[src/sse_pkg.sv]
// Shared types and constants for the stack expression evaluator.
// Used by the controller, datapath, top level and checker.
package sse_pkg;

    localparam logic [7:0] CH_ZERO  = 8'h30;
    localparam logic [7:0] CH_NINE  = 8'h39;
    localparam logic [7:0] CH_PLUS  = 8'h2B;
    localparam logic [7:0] CH_MINUS = 8'h2D;
    localparam logic [7:0] CH_STAR  = 8'h2A;
    localparam logic [7:0] CH_SLASH = 8'h2F;
    localparam logic [7:0] CH_PCENT = 8'h25;

    localparam int WORD_W = 32;

    typedef enum logic [1:0] {
        ERR_NONE      = 2'd0,
        ERR_OVERFLOW  = 2'd1,
        ERR_UNDERFLOW = 2'd2,
        ERR_DIVZERO   = 2'd3
    } err_code_t;

    typedef enum logic [2:0] {
        OP_ADD,
        OP_SUB,
        OP_MUL,
        OP_DIV,
        OP_MOD,
        OP_NONE
    } op_kind_t;

    typedef enum logic [2:0] {
        ST_IDLE,
        ST_DECODE,
        ST_DIVIDE,
        ST_SETTLE,
        ST_FINISH
    } state_t;

    // Controller to datapath
    typedef struct packed {
        logic      latch;
        logic      push_digit;
        logic      commit;
        logic      commit_div;
        logic      pop2;
        logic      drop_all;
        logic      flag_en;
        err_code_t flag_code;
        logic      start_div;
        logic      out_load;
    } ctrl_cmd_t;

    // Datapath to controller
    typedef struct packed {
        logic     is_digit;
        logic     few_operands;
        op_kind_t op_kind;
        logic     div_zero;
        logic     div_done;
        logic     last;
        logic     out_free;
    } dp_status_t;

endpackage

[src/sse_divider.sv]
// Iterative signed 32-bit divider, one quotient bit per cycle, C truncation.
// Depends on sse_pkg for the word width.
module sse_divider (
    input  logic                               aclk,
    input  logic                               aresetn,
    input  logic                               start,
    input  logic signed [sse_pkg::WORD_W-1:0]  dividend,
    input  logic signed [sse_pkg::WORD_W-1:0]  divisor,
    output logic                               done,
    output logic        [sse_pkg::WORD_W-1:0]  quotient,
    output logic        [sse_pkg::WORD_W-1:0]  remainder
);
    localparam int W  = sse_pkg::WORD_W;
    localparam int NW = $clog2(W);

    logic          busy_reg;
    logic          done_reg;
    logic [NW-1:0] cnt_reg;
    logic [W-1:0]  rem_reg;
    logic [W-1:0]  quo_reg;
    logic [W-1:0]  dsr_reg;
    logic          neg_q_reg;
    logic          neg_r_reg;

    logic [W-1:0]  mag_a;
    logic [W-1:0]  mag_b;
    logic [W:0]    shifted;
    logic [W:0]    diff;

    assign mag_a   = dividend[W-1] ? (~dividend + W'(1)) : dividend;
    assign mag_b   = divisor[W-1]  ? (~divisor + W'(1))  : divisor;
    assign shifted = {rem_reg, quo_reg[W-1]};
    assign diff    = shifted - {1'b0, dsr_reg};

    always_ff @(posedge aclk) begin
        if (!aresetn) begin
            busy_reg <= 1'b0;
            done_reg <= 1'b0;
            cnt_reg  <= '0;
        end else begin
            done_reg <= 1'b0;
            if (start) begin
                busy_reg <= 1'b1;
                cnt_reg  <= NW'(W - 1);
            end else if (busy_reg) begin
                cnt_reg <= cnt_reg - NW'(1);
                if (cnt_reg == '0) begin
                    busy_reg <= 1'b0;
                    done_reg <= 1'b1;
                end
            end
        end
    end

    always_ff @(posedge aclk) begin
        if (start) begin
            rem_reg   <= '0;
            quo_reg   <= mag_a;
            dsr_reg   <= mag_b;
            neg_q_reg <= dividend[W-1] ^ divisor[W-1];
            neg_r_reg <= dividend[W-1];
        end else if (busy_reg) begin
            if (!diff[W]) begin
                rem_reg <= diff[W-1:0];
                quo_reg <= {quo_reg[W-2:0], 1'b1};
            end else begin
                rem_reg <= shifted[W-1:0];
                quo_reg <= {quo_reg[W-2:0], 1'b0};
            end
        end
    end

    assign done      = done_reg;
    assign quotient  = neg_q_reg ? (~quo_reg + W'(1)) : quo_reg;
    assign remainder = neg_r_reg ? (~rem_reg + W'(1)) : rem_reg;

endmodule

[src/sse_datapath.sv]
// Datapath: operand stack memory, ALU, divider and output register.
// Depends on sse_pkg and sse_divider; driven by sse_ctrl commands.
module sse_datapath #(
    parameter int STACK_DEPTH = 16
) (
    input  logic                              aclk,
    input  logic                              aresetn,
    input  logic                              cfg_we,
    input  logic                              cfg_wdata,
    input  logic [7:0]                        s_tdata,
    input  logic                              s_tlast,
    input  sse_pkg::ctrl_cmd_t                cmd,
    output sse_pkg::dp_status_t               status,
    output logic                              m_tvalid,
    input  logic                              m_tready,
    output logic signed [sse_pkg::WORD_W-1:0] m_tdata,
    output logic [1:0]                        m_tuser
);
    localparam int W  = sse_pkg::WORD_W;
    localparam int AW = $clog2(STACK_DEPTH);
    localparam int CW = $clog2(STACK_DEPTH + 1);

    logic [W-1:0]        stack_mem [STACK_DEPTH];
    logic [W-1:0]        top_reg;
    logic [W-1:0]        next_reg;
    logic [7:0]          sym_reg;
    logic                last_reg;
    logic                mode_reg;
    logic [CW-1:0]       count_reg, count_next;
    sse_pkg::err_code_t  err_reg, err_next;
    logic                out_valid_reg, out_valid_next;
    logic [W-1:0]        out_value_reg;
    sse_pkg::err_code_t  out_status_reg;

    logic [CW-1:0]       cnt_m1, cnt_m2;
    logic [AW-1:0]       rd_top_addr, rd_next_addr;
    logic                we;
    logic [AW-1:0]       waddr;
    logic [W-1:0]        wdata;
    logic                full;
    logic                is_digit;
    sse_pkg::op_kind_t   op_kind;
    logic [W-1:0]        opa, opb;
    logic [2*W-1:0]      mul_full;
    logic [W-1:0]        alu_res;
    logic [W-1:0]        div_res;
    logic                div_done;
    logic [W-1:0]        quotient, remainder;
    sse_pkg::err_code_t  final_err;
    logic [7:0]          digit_val;

    assign cnt_m1       = count_reg - CW'(1);
    assign cnt_m2       = count_reg - CW'(2);
    assign rd_top_addr  = cnt_m1[AW-1:0];
    assign rd_next_addr = cnt_m2[AW-1:0];
    assign full         = (count_reg == CW'(STACK_DEPTH));
    assign digit_val    = sym_reg - sse_pkg::CH_ZERO;

    // Symbol decode; postfix folds any unknown symbol into modulo
    always_comb begin
        is_digit = sym_reg inside {[sse_pkg::CH_ZERO:sse_pkg::CH_NINE]};
        case (sym_reg)
            sse_pkg::CH_PLUS:  op_kind = sse_pkg::OP_ADD;
            sse_pkg::CH_MINUS: op_kind = sse_pkg::OP_SUB;
            sse_pkg::CH_STAR:  op_kind = sse_pkg::OP_MUL;
            sse_pkg::CH_SLASH: op_kind = sse_pkg::OP_DIV;
            sse_pkg::CH_PCENT: op_kind = sse_pkg::OP_MOD;
            default:           op_kind = mode_reg ? sse_pkg::OP_NONE : sse_pkg::OP_MOD;
        endcase
    end

    // Prefix takes top op next, postfix next op top
    assign opa      = mode_reg ? top_reg : next_reg;
    assign opb      = mode_reg ? next_reg : top_reg;
    assign mul_full = opa * opb;

    always_comb begin
        case (op_kind)
            sse_pkg::OP_ADD: alu_res = opa + opb;
            sse_pkg::OP_SUB: alu_res = opa - opb;
            sse_pkg::OP_MUL: alu_res = mul_full[W-1:0];
            default:         alu_res = '0;
        endcase
    end

    sse_divider u_div (
        .aclk      (aclk),
        .aresetn   (aresetn),
        .start     (cmd.start_div),
        .dividend  (opa),
        .divisor   (opb),
        .done      (div_done),
        .quotient  (quotient),
        .remainder (remainder)
    );

    assign div_res = (op_kind == sse_pkg::OP_MOD) ? remainder : quotient;

    // Single write port
    always_comb begin
        we    = 1'b0;
        waddr = rd_next_addr;
        wdata = alu_res;
        if (cmd.push_digit && !full) begin
            we    = 1'b1;
            waddr = count_reg[AW-1:0];
            wdata = {{(W-4){1'b0}}, digit_val[3:0]};
        end else if (cmd.commit || cmd.commit_div) begin
            we    = 1'b1;
            waddr = rd_next_addr;
            wdata = cmd.commit_div ? div_res : alu_res;
        end
    end

    always_ff @(posedge aclk) begin
        if (we) begin
            stack_mem[waddr] <= wdata;
        end
        top_reg  <= stack_mem[rd_top_addr];
        next_reg <= stack_mem[rd_next_addr];
    end

    always_comb begin
        final_err = err_reg;
        if (err_reg == sse_pkg::ERR_NONE && count_reg == '0) begin
            final_err = sse_pkg::ERR_UNDERFLOW;
        end
    end

    always_comb begin
        count_next     = count_reg;
        err_next       = err_reg;
        out_valid_next = out_valid_reg;
        if (m_tready) begin
            out_valid_next = 1'b0;
        end
        if (cmd.push_digit) begin
            if (full) begin
                if (err_reg == sse_pkg::ERR_NONE) begin
                    err_next = sse_pkg::ERR_OVERFLOW;
                end
            end else begin
                count_next = count_reg + CW'(1);
            end
        end
        if (cmd.commit || cmd.commit_div) begin
            count_next = cnt_m1;
        end
        if (cmd.pop2) begin
            count_next = cnt_m2;
        end
        if (cmd.drop_all) begin
            count_next = '0;
        end
        if (cmd.flag_en && err_reg == sse_pkg::ERR_NONE) begin
            err_next = cmd.flag_code;
        end
        if (cmd.out_load) begin
            out_valid_next = 1'b1;
            count_next     = '0;
            err_next       = sse_pkg::ERR_NONE;
        end
    end

    always_ff @(posedge aclk) begin
        if (!aresetn) begin
            count_reg     <= '0;
            err_reg       <= sse_pkg::ERR_NONE;
            out_valid_reg <= 1'b0;
            mode_reg      <= 1'b0;
        end else begin
            count_reg     <= count_next;
            err_reg       <= err_next;
            out_valid_reg <= out_valid_next;
            if (cfg_we) begin
                mode_reg <= cfg_wdata;
            end
        end
    end

    always_ff @(posedge aclk) begin
        if (cmd.latch) begin
            sym_reg  <= s_tdata;
            last_reg <= s_tlast;
        end
        if (cmd.out_load) begin
            out_status_reg <= final_err;
            out_value_reg  <= (final_err == sse_pkg::ERR_NONE) ? top_reg : '0;
        end
    end

    assign status.is_digit     = is_digit;
    assign status.few_operands = (count_reg < CW'(2));
    assign status.op_kind      = op_kind;
    assign status.div_zero     = (opb == '0);
    assign status.div_done     = div_done;
    assign status.last         = last_reg;
    assign status.out_free     = !out_valid_reg || m_tready;

    assign m_tvalid = out_valid_reg;
    assign m_tdata  = out_value_reg;
    assign m_tuser  = out_status_reg;

endmodule

[src/sse_ctrl.sv]
// Controller state machine: sequences decode, divide and result delivery.
// Depends on sse_pkg; issues commands to sse_datapath.
module sse_ctrl (
    input  logic                aclk,
    input  logic                aresetn,
    input  logic                s_tvalid,
    output logic                s_tready,
    input  sse_pkg::dp_status_t status,
    output sse_pkg::ctrl_cmd_t  cmd
);
    sse_pkg::state_t state_reg, state_next;
    sse_pkg::state_t after_state;

    assign after_state = status.last ? sse_pkg::ST_SETTLE : sse_pkg::ST_IDLE;

    always_comb begin
        state_next = state_reg;
        case (state_reg)
            sse_pkg::ST_IDLE: begin
                if (s_tvalid) state_next = sse_pkg::ST_DECODE;
            end
            sse_pkg::ST_DECODE: begin
                if (!status.is_digit && !status.few_operands && !status.div_zero &&
                    (status.op_kind == sse_pkg::OP_DIV ||
                     status.op_kind == sse_pkg::OP_MOD)) begin
                    state_next = sse_pkg::ST_DIVIDE;
                end else begin
                    state_next = after_state;
                end
            end
            sse_pkg::ST_DIVIDE: begin
                if (status.div_done) state_next = after_state;
            end
            sse_pkg::ST_SETTLE: begin
                state_next = sse_pkg::ST_FINISH;
            end
            sse_pkg::ST_FINISH: begin
                if (status.out_free) state_next = sse_pkg::ST_IDLE;
            end
            default: state_next = sse_pkg::ST_IDLE;
        endcase
    end

    always_comb begin
        cmd       = '0;
        s_tready  = 1'b0;
        case (state_reg)
            sse_pkg::ST_IDLE: begin
                s_tready  = 1'b1;
                cmd.latch = s_tvalid;
            end
            sse_pkg::ST_DECODE: begin
                if (status.is_digit) begin
                    cmd.push_digit = 1'b1;
                end else if (status.few_operands) begin
                    cmd.drop_all  = 1'b1;
                    cmd.flag_en   = 1'b1;
                    cmd.flag_code = sse_pkg::ERR_UNDERFLOW;
                end else begin
                    case (status.op_kind)
                        sse_pkg::OP_NONE: cmd.pop2 = 1'b1;
                        sse_pkg::OP_DIV, sse_pkg::OP_MOD: begin
                            if (status.div_zero) begin
                                cmd.commit    = 1'b1;
                                cmd.flag_en   = 1'b1;
                                cmd.flag_code = sse_pkg::ERR_DIVZERO;
                            end else begin
                                cmd.start_div = 1'b1;
                            end
                        end
                        default: cmd.commit = 1'b1;
                    endcase
                end
            end
            sse_pkg::ST_DIVIDE: begin
                cmd.commit_div = status.div_done;
            end
            sse_pkg::ST_FINISH: begin
                cmd.out_load = status.out_free;
            end
            default: ;
        endcase
    end

    always_ff @(posedge aclk) begin
        if (!aresetn) begin
            state_reg <= sse_pkg::ST_IDLE;
        end else begin
            state_reg <= state_next;
        end
    end

endmodule

[src/stack_expression_evaluator.sv]
// Top level of the stack expression evaluator.
// Depends on sse_pkg, sse_ctrl, sse_datapath (and sse_divider below it).
//
// Usage:
//   s_ channel: one beat per expression character. s_tdata[7:0] holds the
//   ASCII symbol; s_tlast marks the final character of an expression.
//   m_ channel: one beat per expression, after its last character.
//   cfg_we/cfg_wdata: write prefix_mode (0 postfix, 1 prefix fed right to
//   left). Write only while the block is idle.
// Sequence:
//   A digit or + - * is accepted, then decoded. / and % with a nonzero
//   divisor then wait in a divide state for the one-bit-per-cycle iterative
//   divider. The last character adds a final stack read and an output load
//   before the result beat appears.
//   One character is in flight at a time.
// Reset and stall:
//   Reset empties the stack, clears the error and selects postfix mode.
//   The result sits in an output register; the block takes new characters
//   while it waits, and only stalls at the next expression end until the
//   previous result has been taken.
module stack_expression_evaluator #(
    parameter int STACK_DEPTH = 16
) (
    input  logic                              aclk,
    input  logic                              aresetn,
    // configuration
    input  logic                              cfg_we,
    input  logic                              cfg_wdata,
    // characters in
    input  logic                              s_tvalid,
    output logic                              s_tready,
    input  logic [7:0]                        s_tdata,   // [7:0] symbol
    input  logic                              s_tlast,   // last
    // results out
    output logic                              m_tvalid,
    input  logic                              m_tready,
    output logic signed [sse_pkg::WORD_W-1:0] m_tdata,   // [31:0] value
    output logic [1:0]                        m_tuser    // [1:0] status
);

    sse_pkg::ctrl_cmd_t  cmd;
    sse_pkg::dp_status_t status;

    // Sequence each character
    sse_ctrl u_ctrl (
        .aclk     (aclk),
        .aresetn  (aresetn),
        .s_tvalid (s_tvalid),
        .s_tready (s_tready),
        .status   (status),
        .cmd      (cmd)
    );

    // Hold the stack, compute, and drive the result beat
    sse_datapath #(
        .STACK_DEPTH (STACK_DEPTH)
    ) u_dp (
        .aclk      (aclk),
        .aresetn   (aresetn),
        .cfg_we    (cfg_we),
        .cfg_wdata (cfg_wdata),
        .s_tdata   (s_tdata),
        .s_tlast   (s_tlast),
        .cmd       (cmd),
        .status    (status),
        .m_tvalid  (m_tvalid),
        .m_tready  (m_tready),
        .m_tdata   (m_tdata),
        .m_tuser   (m_tuser)
    );

endmodule

[config.mk]
export PLATFORM = sky130hd
export DESIGN_NAME = stack_expression_evaluator
export DESIGN_NICKNAME = d
export VERILOG_FILES = /design/src/sse_pkg.sv /design/src/sse_divider.sv /design/src/sse_datapath.sv /design/src/sse_ctrl.sv /design/src/stack_expression_evaluator.sv
export SDC_FILE = /design/constraint.sdc
export NUM_CORES = 2
export LEC_CHECK = 0
export BUFFER_PORTS_ARGS = -buffer_cell sky130_fd_sc_hd__buf_2
export CAP_MARGIN = 10
export CORE_AREA = 10 10 405 407
export DETAILED_ROUTE_END_ITERATION = 7
export DIE_AREA = 0 0 415 417
export GPL_TIMING_DRIVEN = 0
export HOLD_SLACK_MARGIN = 0.12
export REMOVE_ABC_BUFFERS = 1
export SLEW_MARGIN = 0
export SYNTH_ARGS = -nofsm -noshare
export SYNTH_HDL_FRONTEND = slang
export SYNTH_SLANG_ARGS = --single-unit
[constraint.sdc]
create_clock -name aclk -period 24.2 [get_ports aclk]
set_input_delay 3.63 -clock aclk [delete_from_list [all_inputs] [get_ports aclk]]
set_output_delay 3.63 -clock aclk [all_outputs]
set_load 0.01 [all_outputs]
==> impl_results.md <==
- Status: finished clean
- Post-CTS sizing: 0
- VDD IR max: 0.0001299 V
- Mux share of post-synthesis cell area: 15.57%
- Tot Pwr: 4.678 mW
- Filler instances: 14,647
- Register area share after synthesis: 38.71%
- Most used DFF post-synth: edfxtp_1
- Nature of the critical path endpoint: flop
- #FFs+latches synth: 736
- Static Leak: 21.77 nW
- Port bufs: 50
- DR pass1 iterations: 5
- Clock sink count: ~740
- Power per cell area: ~76 nW/µm²
- WL final: 172,600 µm
- Die height: 417 µm
- Synthesized-area fraction occupied by adder cells: 19.75%
- Largest net degree at the start of global routing: 73
- Post-Syn Area: 54,120 µm²
- DP HPWL: 128,300 µm
- Layout area overhead: 13.56%
- Post-CTS Setup Bufs: 0
- Worst-path clk slew: 0.06 ns
- Max-cap violations: 0
- Area leader, netlist: edfxtp_1
- Hold Startpoint: u_dp.err_reg[1]$_SDFFE_PP0P_
- Dpl ws: 12.96 ns
- Worst path max stage delay: 1.00 ns
- First-pass GRT wire length: about 250,000 µm
- Min cycle time layout: 10.82 ns
- Slowest CP cell: clkinv_1
- Vias/cell: 5.631
- Worst Tran Pin Value: 1.435 ns
- Synth Area in Simple Gates: 9.496%
- Worst reg-to-reg setup slack: approximately 13 ns
- Number of synthesized flops with an enable pin: 621
- Fin. max-slew vios: 0
- Cell variety after synth: 91
- Clock Tree Root: clkbuf_16
- Seq. cell area: 20,960 µm²
- Global route overflow: 0
- Synthesis warning total: 0
- Starting density of the core: 34.76%
- Combinational family with the most area after synthesis: adder cells
- Startpoint types: flop
- TritonCTS Buffers: 78
- Skew final: 0.07289 ns
- Standard-cell row count: 145
- DRC: 0
- Layout cells sized above 1: 16.90%
- Clock latency at the later pin of the worst-skew pair: 0.70 ns
- CP startpoint: u_dp.mode_reg$_SDFFE_PN0P_
- Number of global-route vias before repair: 37,445
- Worst EP required: 24.70 ns
- CTS tree: yes
- Finished Cell Area: 61,450 µm²
- Setup CP Type: flop to flop
- Final count of hold timing violations: 0
- Most frequent CP cell: fa_1
- Final period util: between 40 and 50%
- GRT Total Usage: 19.49%
- Core area: 155,700 µm²
- Worst hold path type: flop to flop
- Crit-path max FO: 42
- Most flops, register: u_dp.stack_mem
- Global placement routability congestion: 0.9562
- Wire length per cell: 25.99 µm
- Max FFs per register: 512
- FFs w/ async S/R, synth: 0%
- Yosys top cell area share: 34.46%
- Hold Path Stages: 1
- Final ANT Viol Nets: 0
- Die Wd: 415 µm
- R2r startpoint: u_dp.mode_reg$_SDFFE_PN0P_
- Post-route insts no fill: 6,641
- Critical Path AT: between 10 and 15 ns
- DR iter-0 viols: 3,897
- Clock Path Buffers: 3
- Top achievable clock speed: approximately 90 MHz
- Final setup violating endpoints: 0
- Worst Reg-to-Reg Cells: 26
- H-tree Lvls: 3
- Syn avg cell area: around 12 µm²
- PnR worst setup slack: 13.38 ns
- Multi-input combinational cell area: 31,020 µm²
- Cell Area, Placed: about 59,000 µm²
- Post-Synth XOR/XNOR Area: 4.800%
- Max_slew headroom: about 1.6%
- Worst R2R End: u_dp.stack_mem[7][30]$_DFFE_PP_
- Full die area: approximately 170,000 µm²
- Layout Nets: about 5,100
- Post-cts hold buffer count: 0
- Synth Area in Compound Gates: 6.583%
- Syn Inst Count: 4,484
- Hold Crit Endpoint: u_dp.err_reg[0]$_SDFFE_PP0P_
- IO Pins: 51
- Unrepaired setup endpoints after global routing: no
- Initial antenna violation count: 5
- Placed cells: 6,483
- Fin util: about two fifths
- Via count: 37,396
- Dominant cells by area after synthesis: edfxtp_1 34%, fa_1 15%, mux4_2 13%, ha_1 4.6%, dfxtp_1 4.3%
worst max-delay path by stage:
stage                                       endpoint  cells past startpoint
finish               u_dp.stack_mem[7][30]$_DFFE_PP_                     26
global route         u_dp.stack_mem[4][30]$_DFFE_PP_                     26
CTS                  u_dp.stack_mem[4][30]$_DFFE_PP_                     25
detailed placement   u_dp.stack_mem[4][30]$_DFFE_PP_                     25
global placement    u_dp.stack_mem[10][17]$_DFFE_PP_                      1
floorplan            u_dp.stack_mem[10][0]$_DFFE_PP_                      1
area by class of cell:
type                    instances  area share [%]
diodes                          2        0.008144
clock buffers                  98           3.382
clock inverters                47          0.9447
inverters                     483           2.950
multi-input cells            3042           50.48
flip-flops and latches        736           34.11
well taps                    2058           4.190
repair buffers                175           3.928
power breakdown:
| group | internal [mW] | total [mW] | switching [mW] |
|---|---|---|---|
| clock | 0.715 | 1.24 | 0.529 |
| combinational | 0.798 | 2.01 | 1.21 |
| sequential | 1.38 | 1.42 | 0.0397 |
| total | 2.90 | 4.68 | 1.78 |
synth_stat cells, drive strengths merged (52+ instances only):
master,instances
a21oi,140
and2,57
buf,52
clkbuf,171
dfxtp,115
edfxtp,621
fa,410
ha,198
inv,474
mux2i,87
mux4,320
nand2,361
nor2,469
nor3,52
o21ai,159
xnor2,223
xor2,71
metrics by stage:
step | hold WS, ns | setup TNS (ns)
after detailed placement | 0.5100 | 0
after global placement | 0.4962 | -1334.32
after floorplan | 0.4556 | 0
final | 0.5180 | 0
after global routing | 0.5229 | 0
after CTS | 0.5195 | 0
kinds of logic (layout without fill, tap and decap cells):
logic type / count (synthesis) / in the layout
buffers and inverters: 706 / 803
AND/OR/NAND/NOR: 1151 / 1151
flip-flops: 736 / 736
adder cells (fa/ha/maj): 608 / 608
multiplexers: 430 / 430
other: 0 / 2
XOR/XNOR: 295 / 295
AO/OA/AOI/OAI: 558 / 558
critical path: cells and delay by family, from the launching register on:
| kind | cells | cell delay [ns] |
|---|---|---|
| buffers and inverters | 6 | 1.89 |
| AOI/OAI and AO/OA | 6 | 1.95 |
| and+or+nand+nor | 4 | 0.76 |
| muxes | 1 | 0.94 |
| adders and majority gates | 9 | 3.99 |
| DFF | 1 | 0.87 |
cells in the final DEF, fill, tap and decap left out, types with 17 or more instances in the layout:
| cell | count |
|---|---|
| nand4_1 | 18 |
| xor2_1 | 69 |
| clkinv_1 | 19 |
| nor2b_1 | 23 |
| o21a_1 | 17 |
| nand3_1 | 38 |
| mux2_2 | 22 |
| nor3_1 | 44 |
| nor2_1 | 453 |
| a21oi_1 | 129 |
| o21ai_0 | 138 |
| mux2i_4 | 28 |
| or3_1 | 23 |
| mux2i_2 | 17 |
| clkbuf_16 | 79 |
| mux4_2 | 320 |
| fa_1 | 410 |
| mux2i_1 | 42 |
| dfxtp_1 | 111 |
| nand2_1 | 359 |
| buf_2 | 50 |
| buf_16 | 31 |
| edfxtp_1 | 621 |
| o31ai_1 | 26 |
| nand2b_1 | 27 |
| a21o_1 | 38 |
| ha_1 | 196 |
| a211oi_1 | 20 |
| buf_6 | 42 |
| and2_1 | 57 |
| buf_8 | 22 |
| a221oi_1 | 23 |
| a31oi_1 | 21 |
| xnor2_1 | 222 |
| inv_1 | 462 |
| buf_12 | 22 |
layer usage:
layer,wire length (µm),global-route usage [%],vias up,share of wire (%)
met4,9971,9.918,4,5.8
met3,15290,3.586,404,8.9
met1,67550,25.14,19257,39
li1,-,-,15946,-
met5,25,0,-,0.014
met2,79770,31.36,1785,46
Note: power is estimated with default switching activity, not from simulation.
